`config.mk`:
```
export PLATFORM = sky130hd
export DESIGN_NAME = arpr_ctrl
export DESIGN_NICKNAME = d
export VERILOG_FILES = /design/src/sv/arpr_pkg.sv /design/src/sv/arpr_ctrl.sv
export SDC_FILE = /design/constraint.sdc
export NUM_CORES = 1
export LEC_CHECK = 0
export BUFFER_PORTS_ARGS = -buffer_cell sky130_fd_sc_hd__buf_2
export CORE_MARGIN = 1
export CORE_UTILIZATION = 35
export CTS_BUF_LIST = sky130_fd_sc_hd__clkbuf_4
export DETAILED_ROUTE_END_ITERATION = 8
export MAX_ROUTING_LAYER = met4
export SLEW_MARGIN = 20
export SYNTH_ARGS = -nofsm -noshare
export SYNTH_HDL_FRONTEND = slang
export SYNTH_SLANG_ARGS = --single-unit
```
`constraint.sdc`:
```
create_clock -name clk -period 3.4 [get_ports clk]
set_input_delay 0.17 -clock clk [delete_from_list [all_inputs] [get_ports clk]]
set_output_delay 0.17 -clock clk [all_outputs]
set_load 0.005 [all_outputs]
```
`src/sv/arpr_pkg.sv`:
```
// ----------------------------------------------------------------------------
// arpr_pkg: shared types and constants of the ARP resolver
// Widths, codes, FSM states and the controller/datapath command and status structs.
// ----------------------------------------------------------------------------
package arpr_pkg;

	localparam int CACHE_DEPTH = 64;
	localparam int WAIT_DEPTH  = 16;
	localparam int NUM_PORTS   = 4;

	localparam int CIDX_W = (CACHE_DEPTH > 1) ? $clog2(CACHE_DEPTH) : 1;
	localparam int WIDX_W = (WAIT_DEPTH > 1) ? $clog2(WAIT_DEPTH) : 1;

	localparam int ACT_W  = 2;
	localparam int NOW_W  = 32;
	localparam int PORT_W = 2;
	localparam int IP_W   = 32;
	localparam int MAC_W  = 48;
	localparam int OP_W   = 16;
	localparam int TAG_W  = 16;
	localparam int KIND_W = 3;
	localparam int TRY_W  = 4;
	localparam int LIFE_W = 16;
	localparam int IVL_W  = 8;
	localparam int CFGI_W = 2;
	localparam int CFGD_W = 16;

	localparam logic [LIFE_W-1:0] LIFETIME_RST = 16'd300;
	localparam logic [TRY_W-1:0]  LIMIT_RST    = 4'd3;
	localparam logic [IVL_W-1:0]  INTERVAL_RST = 8'd1;

	// action codes
	localparam logic [ACT_W-1:0] ACT_RX   = 2'd0;
	localparam logic [ACT_W-1:0] ACT_TX   = 2'd1;
	localparam logic [ACT_W-1:0] ACT_TICK = 2'd2;

	// ARP operations
	localparam logic [OP_W-1:0] OP_REQUEST = 16'd1;
	localparam logic [OP_W-1:0] OP_REPLY   = 16'd2;

	// result kinds
	localparam logic [KIND_W-1:0] K_NONE      = 3'd0;
	localparam logic [KIND_W-1:0] K_REPLY     = 3'd1;
	localparam logic [KIND_W-1:0] K_REQUEST   = 3'd2;
	localparam logic [KIND_W-1:0] K_SEND_NOW  = 3'd3;
	localparam logic [KIND_W-1:0] K_QUEUED    = 3'd4;
	localparam logic [KIND_W-1:0] K_DROP_FULL = 3'd5;
	localparam logic [KIND_W-1:0] K_DROP_UNRES = 3'd6;

	// register indexes
	localparam logic [CFGI_W-1:0] REG_LIFETIME = 2'd0;
	localparam logic [CFGI_W-1:0] REG_LIMIT    = 2'd1;
	localparam logic [CFGI_W-1:0] REG_INTERVAL = 2'd2;

	typedef struct packed {
		logic [ACT_W-1:0]  action;
		logic [NOW_W-1:0]  now;
		logic [PORT_W-1:0] port;
		logic [IP_W-1:0]   port_ip;
		logic [IP_W-1:0]   peer_ip;
		logic [MAC_W-1:0]  peer_mac;
		logic [IP_W-1:0]   wanted_ip;
		logic [OP_W-1:0]   opcode;
		logic              item_ok;
		logic [TAG_W-1:0]  packet_tag;
	} item_t;

	typedef struct packed {
		logic [KIND_W-1:0] kind;
		logic [PORT_W-1:0] port;
		logic [MAC_W-1:0]  mac;
		logic [IP_W-1:0]   ip;
		logic [TAG_W-1:0]  tag;
		logic              last;
	} res_t;

	typedef struct packed {
		logic [IP_W-1:0]  ip;
		logic [MAC_W-1:0] mac;
		logic [NOW_W-1:0] seen;
	} centry_t;

	typedef enum logic [2:0] {
		E_NONE,
		E_REPLY,
		E_HIT,
		E_QUEUED,
		E_FULL,
		E_REQ,
		E_WAIT
	} emit_sel_t;

	typedef enum logic [3:0] {
		S_IDLE,
		S_DECODE,
		S_CSCAN,
		S_CDONE,
		S_RESP,
		S_HIT,
		S_WSEND,
		S_WREQ,
		S_WSCAN,
		S_FIN
	} state_t;

	typedef struct packed {
		logic      scan_start;
		logic      cache_write;
		logic      w_step;
		logic      finish;
		emit_sel_t emit_sel;
	} cmd_t;

	typedef struct packed {
		logic is_rx;
		logic is_tx;
		logic is_tick;
		logic peer_nz;
		logic req_me;
		logic is_reply;
		logic scan_done;
		logic hit;
		logic wq_free;
		logic wq_req;
		logic w_last;
		logic w_go;
		logic emit_ok;
		logic push_ok;
	} sts_t;

endpackage

```
`src/sv/arpr_ctrl.sv`:
```
// ----------------------------------------------------------------------------
// arpr_ctrl: sequencing FSM of the ARP resolver
// Steps one item through cache scan, queue scan and result emission.
// ----------------------------------------------------------------------------
module arpr_ctrl (
	input  logic          clk,
	input  logic          arst_n,
	input  logic          pkt_valid,
	output logic          pkt_ready,
	input  arpr_pkg::sts_t sts,
	output arpr_pkg::cmd_t cmd
);
	import arpr_pkg::*;

	state_t state_q, state_d;

	always_ff @(posedge clk or negedge arst_n) begin
		if (!arst_n) begin
			state_q <= S_IDLE;
		end else begin
			state_q <= state_d;
		end
	end

	always_comb begin
		state_d   = state_q;
		cmd       = '0;
		cmd.emit_sel = E_NONE;
		pkt_ready = 1'b0;
		case (state_q)
			S_IDLE: begin
				pkt_ready = 1'b1;
				if (pkt_valid) state_d = S_DECODE;
			end
			S_DECODE: begin
				if (sts.is_rx) begin
					if (sts.peer_nz) begin
						cmd.scan_start = 1'b1;
						state_d = S_CSCAN;
					end else begin
						state_d = S_RESP;
					end
				end else if (sts.is_tx) begin
					cmd.scan_start = 1'b1;
					state_d = S_CSCAN;
				end else if (sts.is_tick) begin
					state_d = S_WSCAN;
				end else begin
					state_d = S_FIN;
				end
			end
			S_CSCAN: begin
				if (sts.scan_done) state_d = S_CDONE;
			end
			S_CDONE: begin
				if (sts.is_rx) begin
					cmd.cache_write = 1'b1;
					state_d = S_RESP;
				end else if (sts.is_tx) begin
					state_d = sts.hit ? S_HIT : S_WSEND;
				end else begin
					state_d = S_FIN;
				end
			end
			S_RESP: begin
				if (sts.req_me) begin
					cmd.emit_sel = E_REPLY;
					if (sts.emit_ok) state_d = S_FIN;
				end else if (sts.is_reply && sts.peer_nz) begin
					state_d = S_WSCAN;
				end else begin
					state_d = S_FIN;
				end
			end
			S_HIT: begin
				cmd.emit_sel = E_HIT;
				if (sts.emit_ok) state_d = S_FIN;
			end
			S_WSEND: begin
				cmd.emit_sel = sts.wq_free ? E_QUEUED : E_FULL;
				if (sts.emit_ok) state_d = (sts.wq_free && !sts.wq_req) ? S_WREQ : S_FIN;
			end
			S_WREQ: begin
				cmd.emit_sel = E_REQ;
				if (sts.emit_ok) state_d = S_FIN;
			end
			S_WSCAN: begin
				cmd.emit_sel = E_WAIT;
				cmd.w_step   = 1'b1;
				if (sts.w_go && sts.w_last) begin
					if (sts.is_tick) begin
						cmd.scan_start = 1'b1;
						state_d = S_CSCAN;
					end else begin
						state_d = S_FIN;
					end
				end
			end
			S_FIN: begin
				cmd.finish = 1'b1;
				if (sts.push_ok) state_d = S_IDLE;
			end
			default: begin
				state_d = S_IDLE;
			end
		endcase
	end

endmodule

```
==> metrics list <==
- Setup repair after global routing left no endpoint under its margin.
- The count of nets left with antenna violations once routing finished came out at 0.
- Crit path capture type: output pin
- Setup violations remaining at the end of the flow were counted as 0.
- Number of clock sinks: 4
- Counting every net in the synthesized netlist gives 101.
- Count of inserted antenna diode cells: 0
- IO buf count: 24
* Slew @ Worst Pin: 547 ps
- Clock skew on the completed layout was measured at 5.25 ps.
- Counting flops with an async set or reset pin after synthesis yields a share of 100%.
- VDD sags by at most 0.260 mV.
- Die H: 43.1 um
- Post-Place Cells: 118
- The worst hold path belongs to the class primary input to flop.
- Resized cells post-CTS: 0
- Flip-flop and latch count after synthesis: 4
* Cells taking the most area after synthesis: sky130_fd_sc_hd__dfrtp_1 17%, sky130_fd_sc_hd__o21ai_0 7.6%, sky130_fd_sc_hd__nor2b_1 7.4%
- The routed design could run at a clock period as short as 1990 ps.
* Root buffer selected by CTS: sky130_fd_sc_hd__clkbuf_4
- The area growth from synthesis to layout is 22.2%.
* Register with the most flip-flops: state_q
- Maximum count of clock buffers along a single path: 2
* Setup slack of the critical path after layout: 1410 ps
* Result of the run: completed
- The die covers 1860 um^2.
* Filler cell count: 178
* Largest registers in the final layout: state_q x4
- Antenna violations before repair: 0
- Row generation in the floorplan step produced 14 rows.
* Detailed-route via count: 704
- Element type at the critical path start: flop
- After detailed routing, the number of remaining DRC violations is 0.
- Worst Path Max Fanout: 17
- OpenSTA, run right after detailed placement, puts the worst setup slack at 1670 ps.
* Pre-antenna DRT Iters: 4
* WL/cell: 13.7 um
* Maximum number of pins on one net before global-route repair: 21
* Final layout net count: 125
* Cell area after synthesis: 591 um^2
* Total wire length after detailed routing: 1670 um
* Placed wire-length estimate: 1230 um
- Dominant cell type by area after synthesis: sky130_fd_sc_hd__dfrtp_1
- For this run, the number of Yosys warnings is 0.
- The register with the most flip-flops in the layout has 4 of them.
* Post-route fraction of the period consumed by the critical path: 58.6%
- Initial standard-cell utilization of the core: 38.3%
- Placeable Area: 1540 um^2
- Final instance count without filler cells: 122
- Synthesis handed over a netlist of 84 instances.
- Power spread over the standard cell area amounts to 661 nW/um^2.
- Global routing used 19.0% of the available tracks.
* Buffers inserted during post-CTS setup optimization: 0
- Clock-pin slew was measured on the worst setup and hold paths at 40 ps.
- Worst slew slack as a fraction of its limit: 63.5%
- In this run the number of H-tree levels came out at 1.
* Leakage power of the design: 0.331 nW
* Post-DR vias/cell: 5.77
- The total overflow left after global routing is 0.
* Leading register cell type out of synthesis: sky130_fd_sc_hd__dfrtp_1
- Total negative slack for setup checks: 0 ps
* Hold-fix buffers at CTS: 1
- Critical path data arrival time: 1820 ps
- Clock latency on the worst-skew pair, taken at its later pin, is 240 ps.
- In the final layout, the share of cells above drive strength 1 is 31.1%.
- Measured on the finished design, the core utilization comes to 46.8%.
- Total power for the finished layout comes to 0.477 mW.
- Maximum frequency from static timing analysis: 502 MHz
- Share of the yosys chip area belonging to registers: 16.9%
- Counting distinct cell types in the post-synthesis netlist gives 36.
- Yosys mapped a number of flops with a built-in enable equal to 0.
* Syn Area/Cell: 7.03 um^2
- Number of top-level pins: 25
- The share of synthesized area in the top cell type comes to 16.9%.
- The number of failing hold endpoints at the final stage is 0.
- Clock buffers created by TritonCTS: 3
* Max capacitance violation total: 0
- TritonCTS built the clock tree.
- The worst setup path is of the flop to output pin kind.
- The first routing iteration left 18 violations.
- Number of max-slew violations in the final report: 0
- At the end of routability-driven placement, the weighted congestion stood at 0.841.
- The number of global-route vias before repair came to 581.
- At the worst endpoint, the required time is 3230 ps.
* Die Width: 43.1 um
* Wire length of the first global-routing pass: 2550 um
## cell families (layout without fill, tap and decap cells)
logic type,after synthesis,count (layout),share of synthesized area [%]
AND/OR/NAND/NOR,38,38,38.3
AO/OA/AOI/OAI,30,30,32.8
buffers and inverters,11,33,10.2
flip-flops,4,4,16.9
multiplexers,1,1,1.69
## report_power, final
part           switching [mW]  internal (mW)
combinational           0.139          0.139
sequential             0.0728         0.0660
clock                  0.0202         0.0395
## cells in the mapped netlist, types with 2 or more instances
cell type                  count
sky130_fd_sc_hd__dfrtp_1       4
sky130_fd_sc_hd__a221oi_1      2
sky130_fd_sc_hd__or4b_4        2
sky130_fd_sc_hd__nor2b_1       7
sky130_fd_sc_hd__a21oi_1       6
sky130_fd_sc_hd__inv_1         5
sky130_fd_sc_hd__o22ai_1       2
sky130_fd_sc_hd__a31oi_1       2
sky130_fd_sc_hd__buf_6         2
sky130_fd_sc_hd__nor2_1        8
sky130_fd_sc_hd__buf_2         3
sky130_fd_sc_hd__o21ai_0       9
sky130_fd_sc_hd__nand2_1       9
## critical path, cell delays in order (launching register included)
cell	delay (ps)
sky130_fd_sc_hd__dfrtp_1	550
sky130_fd_sc_hd__or4b_4	630
sky130_fd_sc_hd__nor2_2	140
sky130_fd_sc_hd__nand2_1	50
sky130_fd_sc_hd__o21ai_0	70
sky130_fd_sc_hd__buf_2	140
## layout make-up
class / instances / area, um^2 / area share (%)
Sequential cell: 4 / 100 / 13.9
Inverter: 5 / 18.8 / 2.60
Timing Repair Buffer: 25 / 130 / 18.0
Clock buffer: 3 / 22.5 / 3.12
Tap cell: 16 / 20.0 / 2.77
Multi-Input combinational cell: 69 / 430 / 59.6
## stage by stage
stage	hold slack (ps)	instance area, um^2
final	241	722
after detailed placement	-24.8	689
after CTS	235	722
after global placement	-24.4	689
after floorplan	-126	591
after global routing	248	722
## layout by cell type (no fill, tap or decap), types with 2 or more instances in the layout
cell,count
sky130_fd_sc_hd__buf_2,24
sky130_fd_sc_hd__nand2_1,9
sky130_fd_sc_hd__o21ai_0,9
sky130_fd_sc_hd__nor2_1,8
sky130_fd_sc_hd__nor2b_1,7
sky130_fd_sc_hd__a21oi_1,6
sky130_fd_sc_hd__inv_1,5
sky130_fd_sc_hd__dfrtp_1,4
sky130_fd_sc_hd__clkbuf_4,3
sky130_fd_sc_hd__or4b_4,2
sky130_fd_sc_hd__a31oi_1,2
sky130_fd_sc_hd__a221oi_1,2
sky130_fd_sc_hd__o22ai_1,2
## metal layers
layer / vias up / wire length [um] / global-route usage [%]
met2: 39 / 747 / 27.3
met1: 308 / 757 / 26.0
met4: 0 / 23 / 7.27
met5: - / 0 / -
li1: 353 / - / -
met3: 4 / 140 / 4.26
## worst paths after layout
check / start / end / slack (ps) / cells past startpoint
hold / removal: sts[0] / state_q[0]$_DFFE_PN0P_ / 240 / 3
setup / recovery: state_q[1]$_DFFE_PN0P_ / cmd[6] / 1410 / 5
setup reg to reg: state_q[0]$_DFFE_PN0P_ / state_q[0]$_DFFE_PN0P_ / 1650 / 4
max in group asynchronous: arst_n / state_q[2]$_DFFE_PN0P_ / 3010 / 2
hold reg to reg: state_q[3]$_DFFE_PN0P_ / state_q[3]$_DFFE_PN0P_ / 820 / 2
min in group asynchronous: arst_n / state_q[0]$_DFFE_PN0P_ / 260 / 2
Note: power is estimated with default switching activity, not from simulation.
